`src/rtl/mecal_pkg.sv`:
```
// ----------------------------------------------------------------------------
// mecal_pkg
// Shared constants and helpers for the median / EMA level calibrator.
// ----------------------------------------------------------------------------
`default_nettype none
package mecal_pkg;

  localparam int WIN_LEN   = 5;
  localparam int TBL_PTS   = 8;
  localparam int MED_RANK  = WIN_LEN / 2;
  localparam int WPOS_W    = (WIN_LEN > 1) ? $clog2(WIN_LEN) : 1;
  localparam int FCNT_W    = $clog2(WIN_LEN + 1);
  localparam int IDX_W     = (TBL_PTS > 1) ? $clog2(TBL_PTS) : 1;
  localparam int DIV_STEPS = 16;
  localparam int DCNT_W    = $clog2(DIV_STEPS + 1);

  localparam logic [15:0] EMA_WEIGHT_RST    = 16'd13107;
  localparam logic [15:0] CEILING_LEVEL_RST = 16'd2800;
  localparam logic [15:0] RATIO_STEP_RST    = 16'd8192;

  // Register indexes
  localparam logic [2:0] REG_EMA_WEIGHT = 3'd0;
  localparam logic [2:0] REG_CEILING    = 3'd1;
  localparam logic [2:0] REG_RATIO_STEP = 3'd2;
  localparam logic [2:0] REG_BP_LOW     = 3'd3;
  localparam logic [2:0] REG_BP_HIGH    = 3'd4;

  typedef logic [15:0] level_t;

  function automatic level_t bp_get(input logic [127:0] bps, input logic [IDX_W-1:0] k);
    logic [6:0] sh;
    sh = 7'({k, 4'b0000});
    return level_t'(bps >> sh);
  endfunction

endpackage
`default_nettype wire

```
`src/rtl/median_ema_level_calibrator_top.sv`:
```
// ----------------------------------------------------------------------------
// median_ema_level_calibrator_top
// Ring-window median, EMA smoothing and piecewise-linear fill calibration.
// ----------------------------------------------------------------------------
// Channel  Direction  Handshake          Payload
// in_      slave      tvalid/tready      tdata[15:0] sample_ohms
// out_     master     tvalid/tready      tdata[15:0] fill_ratio, tuser filtered/above_ceiling
// cfg_     apb slave  psel/penable/pready 64-bit registers at 8*index
//
// in_tready stays low while each request is processed, plus any wait on
// out_tready: a median rank search over the WIN_LEN window entries, seed and EMA
// multiply/add states on the filtered path, a scan of up to TBL_PTS-1 breakpoints,
// and a restoring division for the 16-bit quotient. One shared 17x17 multiplier
// serves the EMA update and interpolation product. Synchronous active-low reset;
// no clearing pass. A new request is taken once the sequencer is idle, even while
// the previous result waits on out_tready.
// ----------------------------------------------------------------------------
`default_nettype none
module median_ema_level_calibrator_top (
  input  wire logic        clk,
  input  wire logic        rst_n,
  input  wire logic        in_tvalid,
  output logic             in_tready,
  input  wire logic [15:0] in_tdata,   // [15:0] sample_ohms
  output logic             out_tvalid,
  input  wire logic        out_tready,
  output logic [15:0]      out_tdata,  // [15:0] fill_ratio
  output logic [1:0]       out_tuser,  // [0] filtered, [1] above_ceiling
  input  wire logic        cfg_psel,
  input  wire logic        cfg_penable,
  input  wire logic        cfg_pwrite,
  input  wire logic [5:0]  cfg_paddr,
  input  wire logic [63:0] cfg_pwdata,
  output logic [63:0]      cfg_prdata,
  output logic             cfg_pready
);

  localparam logic [3:0] S_IDLE  = 4'd0;
  localparam logic [3:0] S_MED   = 4'd1;
  localparam logic [3:0] S_SEED  = 4'd2;
  localparam logic [3:0] S_EMUL  = 4'd3;
  localparam logic [3:0] S_EADD  = 4'd4;
  localparam logic [3:0] S_MAP   = 4'd5;
  localparam logic [3:0] S_SCAN  = 4'd6;
  localparam logic [3:0] S_DMUL  = 4'd7;
  localparam logic [3:0] S_DINIT = 4'd8;
  localparam logic [3:0] S_DIV   = 4'd9;
  localparam logic [3:0] S_OUT   = 4'd10;

  // configuration
  logic [15:0]  ema_weight_r, ceiling_r, step_r;
  logic [63:0]  bp_low_r, bp_high_r;
  logic [127:0] bps;
  logic         cfg_wr;
  logic [2:0]   cfg_idx;

  assign cfg_pready = 1'b1;
  assign cfg_wr     = cfg_psel & cfg_penable & cfg_pwrite;
  assign cfg_idx    = cfg_paddr[5:3];
  assign bps        = {bp_high_r, bp_low_r};

  always_ff @(posedge clk) begin
    if (!rst_n) begin
      ema_weight_r <= mecal_pkg::EMA_WEIGHT_RST;
      ceiling_r    <= mecal_pkg::CEILING_LEVEL_RST;
      step_r       <= mecal_pkg::RATIO_STEP_RST;
      bp_low_r     <= '0;
      bp_high_r    <= '0;
    end else if (cfg_wr) begin
      case (cfg_idx)
        mecal_pkg::REG_EMA_WEIGHT: ema_weight_r <= cfg_pwdata[15:0];
        mecal_pkg::REG_CEILING:    ceiling_r    <= cfg_pwdata[15:0];
        mecal_pkg::REG_RATIO_STEP: step_r       <= cfg_pwdata[15:0];
        mecal_pkg::REG_BP_LOW:     bp_low_r     <= cfg_pwdata;
        mecal_pkg::REG_BP_HIGH:    bp_high_r    <= cfg_pwdata;
        default: ;
      endcase
    end
  end

  always_comb begin
    case (cfg_idx)
      mecal_pkg::REG_EMA_WEIGHT: cfg_prdata = {48'd0, ema_weight_r};
      mecal_pkg::REG_CEILING:    cfg_prdata = {48'd0, ceiling_r};
      mecal_pkg::REG_RATIO_STEP: cfg_prdata = {48'd0, step_r};
      mecal_pkg::REG_BP_LOW:     cfg_prdata = bp_low_r;
      mecal_pkg::REG_BP_HIGH:    cfg_prdata = bp_high_r;
      default:                   cfg_prdata = '0;
    endcase
  end

  // datapath state
  logic [3:0]                     state_r;
  logic [15:0]                    win_r [mecal_pkg::WIN_LEN];
  logic [mecal_pkg::WPOS_W-1:0]   wpos_r, cnt_r;
  logic [mecal_pkg::FCNT_W-1:0]   fill_r, fill_nxt;
  logic [15:0]                    ema_r, last_r, med_r, level_r, lo_r, span_r;
  logic                           started_r, filt_r;
  logic [mecal_pkg::IDX_W-1:0]    idx_r;
  logic [19:0]                    base_r;
  logic signed [33:0]             prod_r;
  logic [16:0]                    rem_r;
  logic [15:0]                    quo_r;
  logic [mecal_pkg::DCNT_W-1:0]   dcnt_r;
  logic [15:0]                    ratio_r;
  logic                           out_valid_r;
  logic [15:0]                    out_ratio_r;
  logic                           out_filt_r, out_ceil_r;

  logic                           in_acc;
  logic [mecal_pkg::FCNT_W-1:0]   rank;
  logic signed [16:0]             mul_a, mul_b;
  logic signed [33:0]             mul_p;
  logic [15:0]                    bp_first, bp_last, bp_cur, bp_next;
  logic [16:0]                    div_t;
  logic                           div_ge;
  logic [19:0]                    sum_q;
  logic [18:0]                    top_ratio;
  logic [15:0]                    probe;

  assign in_tready = (state_r == S_IDLE);
  assign in_acc    = in_tvalid & in_tready;
  assign fill_nxt  = (fill_r < mecal_pkg::FCNT_W'(mecal_pkg::WIN_LEN)) ? fill_r + 1'b1 : fill_r;

  // stable rank of the candidate: smaller entries plus equal entries placed before it
  always_comb begin
    rank = '0;
    for (int j = 0; j < mecal_pkg::WIN_LEN; j++) begin
      if (win_r[j] < win_r[cnt_r] ||
          (win_r[j] == win_r[cnt_r] && mecal_pkg::WPOS_W'(j) < cnt_r))
        rank = rank + 1'b1;
    end
  end

  // shared multiplier
  always_comb begin
    if (state_r == S_EMUL) begin
      mul_a = signed'({1'b0, ema_weight_r});
      mul_b = signed'({1'b0, med_r}) - signed'({1'b0, ema_r});
    end else begin
      mul_a = signed'({1'b0, level_r - lo_r});
      mul_b = signed'({1'b0, step_r});
    end
    mul_p = mul_a * mul_b;
  end

  assign bp_first  = mecal_pkg::bp_get(bps, '0);
  assign bp_last   = mecal_pkg::bp_get(bps, mecal_pkg::IDX_W'(mecal_pkg::TBL_PTS - 1));
  assign bp_cur    = mecal_pkg::bp_get(bps, idx_r);
  assign bp_next   = mecal_pkg::bp_get(bps, idx_r + 1'b1);
  assign div_t     = {rem_r[15:0], quo_r[15]};
  assign div_ge    = (div_t >= {1'b0, span_r});
  // base plus the quotient including the bit resolved this cycle
  assign sum_q     = base_r + {4'd0, quo_r[14:0], div_ge};
  assign top_ratio = 19'(step_r) * 19'(mecal_pkg::TBL_PTS - 1);
  assign probe     = started_r ? ema_r : last_r;

  always_ff @(posedge clk) begin
    if (!rst_n) begin
      state_r     <= S_IDLE;
      wpos_r      <= '0;
      fill_r      <= '0;
      started_r   <= 1'b0;
      ema_r       <= '0;
      last_r      <= '0;
      out_valid_r <= 1'b0;
      for (int k = 0; k < mecal_pkg::WIN_LEN; k++) win_r[k] <= '0;
    end else begin
      if (state_r == S_OUT && (!out_valid_r || out_tready)) out_valid_r <= 1'b1;
      else if (out_tready) out_valid_r <= 1'b0;
      case (state_r)
        S_IDLE: begin
          if (in_acc) begin
            win_r[wpos_r] <= in_tdata;
            last_r        <= in_tdata;
            wpos_r        <= (wpos_r == mecal_pkg::WPOS_W'(mecal_pkg::WIN_LEN - 1)) ?
                             '0 : wpos_r + 1'b1;
            fill_r        <= fill_nxt;
            cnt_r         <= '0;
            if (fill_nxt < mecal_pkg::FCNT_W'(mecal_pkg::WIN_LEN)) begin
              level_r <= in_tdata;
              filt_r  <= 1'b0;
              state_r <= S_MAP;
            end else begin
              filt_r  <= 1'b1;
              state_r <= S_MED;
            end
          end
        end
        S_MED: begin
          if (rank == mecal_pkg::FCNT_W'(mecal_pkg::MED_RANK)) med_r <= win_r[cnt_r];
          cnt_r <= cnt_r + 1'b1;
          if (cnt_r == mecal_pkg::WPOS_W'(mecal_pkg::WIN_LEN - 1)) state_r <= S_SEED;
        end
        S_SEED: begin
          if (!started_r) ema_r <= med_r;
          started_r <= 1'b1;
          state_r   <= S_EMUL;
        end
        S_EMUL: begin
          prod_r  <= mul_p;
          state_r <= S_EADD;
        end
        S_EADD: begin
          ema_r   <= ema_r + prod_r[31:16];
          level_r <= ema_r + prod_r[31:16];
          state_r <= S_MAP;
        end
        S_MAP: begin
          idx_r  <= '0;
          base_r <= '0;
          if (level_r <= bp_first) begin
            ratio_r <= '0;
            state_r <= S_OUT;
          end else if (level_r >= bp_last) begin
            ratio_r <= (top_ratio > 19'd65535) ? 16'hFFFF : top_ratio[15:0];
            state_r <= S_OUT;
          end else begin
            state_r <= S_SCAN;
          end
        end
        S_SCAN: begin
          if (level_r < bp_next) begin
            if (level_r < bp_cur) begin
              // out-of-order pair: hold the step base, no interpolation
              ratio_r <= (base_r[19:16] != 4'd0) ? 16'hFFFF : base_r[15:0];
              state_r <= S_OUT;
            end else begin
              lo_r    <= bp_cur;
              span_r  <= bp_next - bp_cur;
              state_r <= S_DMUL;
            end
          end else begin
            idx_r  <= idx_r + 1'b1;
            base_r <= base_r + {4'd0, step_r};
          end
        end
        S_DMUL: begin
          prod_r  <= mul_p;
          state_r <= S_DINIT;
        end
        S_DINIT: begin
          // quotient stays below ratio_per_step, so the high half is already below span
          rem_r   <= {1'b0, prod_r[31:16]};
          quo_r   <= prod_r[15:0];
          dcnt_r  <= '0;
          state_r <= S_DIV;
        end
        S_DIV: begin
          if (div_ge) begin
            rem_r <= div_t - {1'b0, span_r};
            quo_r <= {quo_r[14:0], 1'b1};
          end else begin
            rem_r <= div_t;
            quo_r <= {quo_r[14:0], 1'b0};
          end
          dcnt_r <= dcnt_r + 1'b1;
          if (dcnt_r == mecal_pkg::DCNT_W'(mecal_pkg::DIV_STEPS - 1)) begin
            ratio_r <= (sum_q[19:16] != 4'd0) ? 16'hFFFF : sum_q[15:0];
            state_r <= S_OUT;
          end
        end
        S_OUT: begin
          if (!out_valid_r || out_tready) begin
            out_ratio_r <= ratio_r;
            out_filt_r  <= filt_r;
            out_ceil_r  <= (probe >= ceiling_r);
            state_r     <= S_IDLE;
          end
        end
        default: state_r <= S_IDLE;
      endcase
    end
  end

  assign out_tvalid = out_valid_r;
  assign out_tdata  = out_ratio_r;
  assign out_tuser  = {out_ceil_r, out_filt_r};

  a_filt_started: assert property (@(posedge clk) disable iff (!rst_n)
    (out_tvalid && out_tuser[0]) |-> started_r)
    else $error("filtered result without a seeded EMA");

  a_started_full: assert property (@(posedge clk) disable iff (!rst_n)
    started_r |-> (fill_r == mecal_pkg::FCNT_W'(mecal_pkg::WIN_LEN)))
    else $error("EMA seeded before window filled");

  a_busy: assert property (@(posedge clk) disable iff (!rst_n)
    (state_r != S_IDLE) |-> !in_tready)
    else $error("request taken while busy");

endmodule
`default_nettype wire
```
`config.mk`:
```
export PLATFORM = sky130hd
export DESIGN_NAME = median_ema_level_calibrator_top
export DESIGN_NICKNAME = d
export VERILOG_FILES = /design/src/rtl/mecal_pkg.sv /design/src/rtl/median_ema_level_calibrator_top.sv
export SDC_FILE = /design/constraint.sdc
export NUM_CORES = 2
export LEC_CHECK = 0
export ABC_AREA = 1
export BUFFER_PORTS_ARGS = -buffer_cell sky130_fd_sc_hd__buf_2
export CAP_MARGIN = 25
export CORE_MARGIN = 5
export CORE_UTILIZATION = 65
export DETAILED_ROUTE_END_ITERATION = 6
export PLACE_DENSITY_LB_ADDON = 0.12
export SYNTH_ARGS = -nofsm -noshare
export SYNTH_HDL_FRONTEND = slang
export SYNTH_SLANG_ARGS = --single-unit
```
`constraint.sdc`:
```
create_clock -name clk -period 12.9 [get_ports clk]
set_input_delay 1.935 -clock clk [delete_from_list [all_inputs] [get_ports clk]]
set_output_delay 1.935 -clock clk [all_outputs]
set_load 0.02 [all_outputs]
```
# After elaboration in Yosys (flattened, before gate mapping)
# Memory sizes are Yosys's and may differ from the RTL's. A register that Yosys moved wholly into a read port is not among the register bits.
# Cells that the tools add are included.
dict set report op_classes {
  add_sub_neg 16
  mul 2
  magnitude_cmp 19
  eq_ne 33
  shifts 2
  muxes 58
  n_bitwise 4
  reduce_logical 44
}
# op n
set ops {}
lappend ops {{case mux 64 bit (5 select lines)} 1}
lappend ops {{right shift 128 x 7 -> 16 bit} 2}
lappend ops {{two-way mux 16 bit} 15}
lappend ops {{case mux 16 bit (2 select lines)} 4}
lappend ops {{< comparator 16 bit} 7}
lappend ops {{equality test 16 bit} 5}
lappend ops {{case mux 16 bit (3 select lines)} 1}
lappend ops {{subtractor 16 bit} 3}
lappend ops {{case mux 4 bit (11 select lines)} 1}
lappend ops {{adder 20 x 16 -> 20 bit} 2}
lappend ops {{case mux 20 bit (2 select lines)} 1}
lappend ops {{two-way mux 3 bit} 11}
lappend ops {{>= comparator 16 bit} 2}
lappend ops {{multiplier 17 x 17 -> 32 bit} 1}
lappend ops {{two-way mux 4 bit} 8}
lappend ops {{adder 3 x 1 -> 3 bit (second input constant)} 8}
lappend ops {{two-way mux 20 bit} 1}
lappend ops {{> comparator 19 x 16 -> 1 bit (second input constant)} 1}
lappend ops {{multiplier 16 x 3 -> 19 bit (second input constant)} 1}
lappend ops {{AND reduction 2 bit} 9}
lappend ops {{>= comparator 17 x 16 -> 1 bit} 1}
lappend ops {{two-way mux 17 bit} 1}
lappend ops {{subtractor 16 x 16 -> 17 bit} 1}
lappend ops {{adder 16 bit} 1}
lappend ops {{other kinds (36)} 90}
dict set report totals {
  reg_bits 414
  ramBits 80
  input_bits 93
  out_inout_bits 85
  word_cells 207
  mem_count 1
}
# memory depth width rd rd_ports_with_merged_regs wr line
set mem_list {}
lappend mem_list {win_r 5 16 6 1 5 median_ema_level_calibrator_top.sv:94} ;# logic [15:0] win_r [mecal_pkg::WIN_LEN];

# Logic depth before layout (Yosys ltp)
# An unclocked memory read counts as a cell.
dict set report depth {
  ltp_word 15
  ltp_mapped 40
}

# Least setup slack after synthesis
# No wires, ideal clock.
dict set report synth_path {
  path_kind {reg2reg}
  from {register med_r[0] (read register of win_r)}
  to {register prod_r[29], data pin}
  setup_time_ns 0.265
  arrival_time_ns 6.788
  slack_ns 5.847
  path_stages_with_launch 36
  n_path_buf 1
  period_less_slack_ns 7.053
  path_cell_list {edfxtp_1 inv_1 ha_1 fa_1 nand3b_1 nand2_1 nand4_1 nand3_2 a21boi_0 xor2_1 nand2_1 nand2_1 inv_1 buf_2 nand2_1 fa_1 inv_1 fa_1 inv_1 fa_1 inv_1 fa_1 fa_1 inv_1 fa_1 inv_1 ha_1 nand2_1 o21ai_0 a21oi_1 nand3_1 nand2_1 o211ai_1 a21boi_1 o21ai_0 xor2_1}
}
dict set report synth_via {
  elab_chain_cells 3
}
# item line
set synth_lines {}
lappend synth_lines {{from (decl)} median_ema_level_calibrator_top.sv:97} ;# logic [15:0] ema_r, last_r, med_r, level_r, lo_r, span_r;
lappend synth_lines {{subtractor 16 x 16 -> 17 bit} median_ema_level_calibrator_top.sv:139} ;# mul_b = signed'({1'b0, med_r}) - signed'({1'b0, ema_r});
lappend synth_lines {{two-way mux 17 bit} median_ema_level_calibrator_top.sv:137} ;# if (state_r == S_EMUL) begin
lappend synth_lines {{multiplier 17 x 17 -> 32 bit} median_ema_level_calibrator_top.sv:144} ;# mul_p = mul_a * mul_b;
lappend synth_lines {{via mul_p[29]} median_ema_level_calibrator_top.sv:113} ;# logic signed [33:0] mul_p;
lappend synth_lines {{to (signal assigned)} median_ema_level_calibrator_top.sv:201} ;# prod_r <= mul_p;
lappend synth_lines {{to (signal assigned)} median_ema_level_calibrator_top.sv:239} ;# prod_r <= mul_p;
lappend synth_lines {{to (decl)} median_ema_level_calibrator_top.sv:101} ;# logic signed [33:0] prod_r;
# The timed path passes the listed nets, and every way through them passes these cells.
# A chain may end at the register's enable or synchronous reset.

# Worst setup path in the final report
dict set report layout_path {
  from {register state_r[1]}
  to {register prod_r[29], data pin}
}
dict set report layout_via {
  elab_chain_cells 3
  word_cells_on_any_way 4
  classes_between {mul (1); eq/ne (1); mux (2)}
}
# item line
set layout_lines {}
lappend layout_lines {{from (decl)} median_ema_level_calibrator_top.sv:93} ;# logic [3:0] state_r;
lappend layout_lines {{from (signal assigned)} median_ema_level_calibrator_top.sv:160} ;# state_r <= S_IDLE;
lappend layout_lines {{from (signal assigned)} median_ema_level_calibrator_top.sv:183} ;# state_r <= S_MAP;
lappend layout_lines {{from (signal assigned)} median_ema_level_calibrator_top.sv:186} ;# state_r <= S_MED;
lappend layout_lines {{equality test 4 x 2 -> 1 bit *} median_ema_level_calibrator_top.sv:137}
lappend layout_lines {{two-way mux 16 bit or two-way mux 17 bit (tied branches)} median_ema_level_calibrator_top.sv:137}
lappend layout_lines {{multiplier 17 x 17 -> 32 bit *} median_ema_level_calibrator_top.sv:144}
lappend layout_lines {{via mul_p[29]} median_ema_level_calibrator_top.sv:113}
# Mark *: on every way through the listed nets, which the timed path passes. The rest lies on a longest branch.

==> flow_summary.json <==
{
  "yosys-top-cells-area": "edfxtp_1 (22%), ha_1 (12%), fa_1 (11%)",
  "fp.dieH_um": 269,
  "critPathTopFamily": "adder cells",
  "synth_xor_area_frac": 0.0228,
  "r2r_start": "state_r[1]",
  "min_period_ns": 8.63,
  "cts-htree-levels": 2,
  "cts_buffer_depth": 3,
  "vdd_drop_max_mv": 0.228,
  "async_flop_share": 0,
  "syn_avg_cell_area_sq_um": 8.07,
  "die_width_um": 269,
  "path_class": "register to register",
  "drt_wl_total_um": 135000,
  "via_per_inst": 6.06,
  "rsz0062_at_grt": "no",
  "cts_tree": "yes",
  "layout_common_cells": "inv_1 (827), nand2_1 (819), o21ai_0 (585)",
  "clock.fmax_mhz": 116,
  "status": "finished, violations left",
  "dr_total_vias": 38920,
  "synth-seq-cells": 545,
  "grt_pass1_wl_um": 208000,
  "ys_seq_area_frac": 0.324,
  "final_common_cell": "inv_1",
  "setup_viol": 0,
  "drive_gt1_frac": 0.0808,
  "cp_slowest_cell": "o21ai_2",
  "critPathBufInv": 5,
  "drtIter0Drc": 4974,
  "min_from": "ratio_r[14]",
  "synth_area_leader_cell": "edfxtp_1",
  "cts.sinks": 545,
  "slew_viol_final": 0,
  "place_congestion": 1.00,
  "cts_root_buffer": "clkbuf_16",
  "worstHoldEndpoint": "out_tdata[14]",
  "grt_util_met1": 0.487,
  "initial_core_util": 0.653,
  "fin_nets": 6232,
  "synthMuxAreaShare": 0,
  "max_stage_delay_ns": 0.74,
  "grt_antenna_before_repair": 8,
  "synth_edf_count": 322,
  "synthSimpleGateAreaFrac": 0.155,
  "met3_usage": 0.0553,
  "die_area_sq_mm": 0.0725,
  "grt_use_total": 0.362,
  "reg2reg_to": "prod_r[29]",
  "syn2layout_area_growth_pct": 8.28,
  "hold_viol": 0,
  "syn_area_sq_mm": 0.0437,
  "tightestPinTransition_ns": 1.08,
  "insertion_delay_ns": 0.64,
  "slew_headroom": 0.274,
  "cts_setup_buffers": 0,
  "placedCellCount": 6302,
  "p_leak_nw": 21.7,
  "clk_pin_slew_worst_paths_ns": 0.07,
  "min_path_cells": 0,
  "hpwl_um": 103000,
  "busiest_layer": "met2",
  "ant_nets": 0,
  "crit_arrival_ns": 9.02,
  "drc": 3,
  "hp-class": "register to register",
  "grt-ovfl-total": 0,
  "wl_per_cell_um": 21.0,
  "coreArea_sq_mm": 0.0669,
  "yosys_warnings": 0,
  "synthAdderAreaFrac": 0.225,
  "synthFlopType": "edfxtp_1",
  "ys_types": 71,
  "worstPathRequired_ns": 13.28,
  "finalClockSkew_ns": 0.0188,
  "grt_pass1_vias": 36923,
  "syn_nets": 6149,
  "grt_max_degree": 111,
  "io_buffer_count": 173,
  "cts_hold_buf": 0,
  "r2r_setup_slack_ns": 4.27,
  "worst_path_most_repeated_cell": "fa_1",
  "end_kind": "register",
  "cts_buffers": 60,
  "synth_top_family_by_area": "adder cells",
  "post_layout_nonfiller_instances": 6418,
  "grt_util_met2": 0.572,
  "cts_resized": 0,
  "drv_cap": 0,
  "powerDensity_mw_per_mm2": 200,
  "final.setup.tns_ns": 0,
  "violations": "design-rule violations",
  "rr_worst_depth": 26,
  "min_period_over_period": 0.669,
  "cp-start-kind": "register",
  "synth_top_area_share": 0.221,
  "synth_compound_area_frac": 0.179,
  "syn_inst": 5409,
  "ioPinCount": 178,
  "rows": 95,
  "dr.pass1.iters": 7,
  "crit_fanout": 36
}
==> cell type report <==
type                       count  area [sq um]
timing repair buffer         229          1310
antenna                        1          2.50
sequential                   545         14100
multi-input combinational   3796         25500
fill                        5458         19600
inverter                     860          3230
tap                          873          1090
clock buffer                  66          1540
clock inverter                48           495
==> synthesized netlist by cell type, drive strengths merged, types with 29 or more instances <==
library cell / number
inv: 852
buf: 76
ha: 415
nand3: 144
o211ai: 29
xnor2: 46
xor2: 64
dfxtp: 223
o22ai: 56
edfxtp: 322
o21ai: 622
a21oi: 531
clkbuf: 132
nor2: 532
nand2: 836
fa: 232
nor3: 38
o32ai: 30
nand4: 41
==> registers in the layout (all words and copies together), names as in the netlist, 4 cells and up, named ones only <==
name	count
base_r	20
prod_r	32
level_r	16
out_tdata	16
dcnt_r	5
last_r	16
med_r	16
quo_r	16
state_r	4
win_r	128
ratio_r	16
ema_r	16
rem_r	16
ceiling_r	16
bp_low_r	64
bp_high_r	64
step_r	16
lo_r	16
ema_weight_r	16
span_r	16
==> stage by stage <==
stage	util	hold WS, ns	cell area [sq um]	total power, mW	setup WS [ns]
after floorplan	-	0.400	43700	5.98	5.85
after global placement	0.676	0.400	45200	7.40	4.49
after detailed placement	0.676	0.405	45200	7.53	4.44
after CTS	0.706	0.419	47300	9.37	4.42
after global routing	0.707	0.424	47300	10.2	3.84
final	0.707	0.418	47300	9.46	4.27
==> how the worst max path moves through the flow <==
| stage | startpoint | endpoint | slack (ns) | cells past startpoint |
|---|---|---|---|---|
| detailed placement | state_r[1] | prod_r[29] | 4.44 | 30 |
| finish | state_r[1] | prod_r[29] | 4.27 | 26 |
| floorplan | med_r[0] | prod_r[29] | 5.85 | 35 |
| CTS | state_r[1] | prod_r[29] | 4.42 | 30 |
| global placement | state_r[1] | prod_r[29] | 4.49 | 28 |
| global route | state_r[1] | prod_r[29] | 3.84 | 26 |
==> logic make-up after synthesis <==
logic type	Yosys count
DFF	545
adders and majority gates	647
and+or+nand+nor	1627
buffers and inverters	1068
xor gates and xnor gates	110
other	1
AOI/OAI and AO/OA	1411
==> layer usage <==
metal | wire length, um | vias to the layer above
met5 | 17 | -
met2 | 59500 | 2156
met3 | 14200 | 414
li1 | - | 18211
met1 | 52000 | 18137
met4 | 9040 | 2
==> where the power goes <==
| part | total [mW] | switching [mW] | internal, mW |
|---|---|---|---|
| Combinational | 5.35 | 3.57 | 1.78 |
| Clock | 1.81 | 0.764 | 1.05 |
| Sequential | 2.29 | 0.169 | 2.12 |
Note: power is estimated with default switching activity, not from simulation.
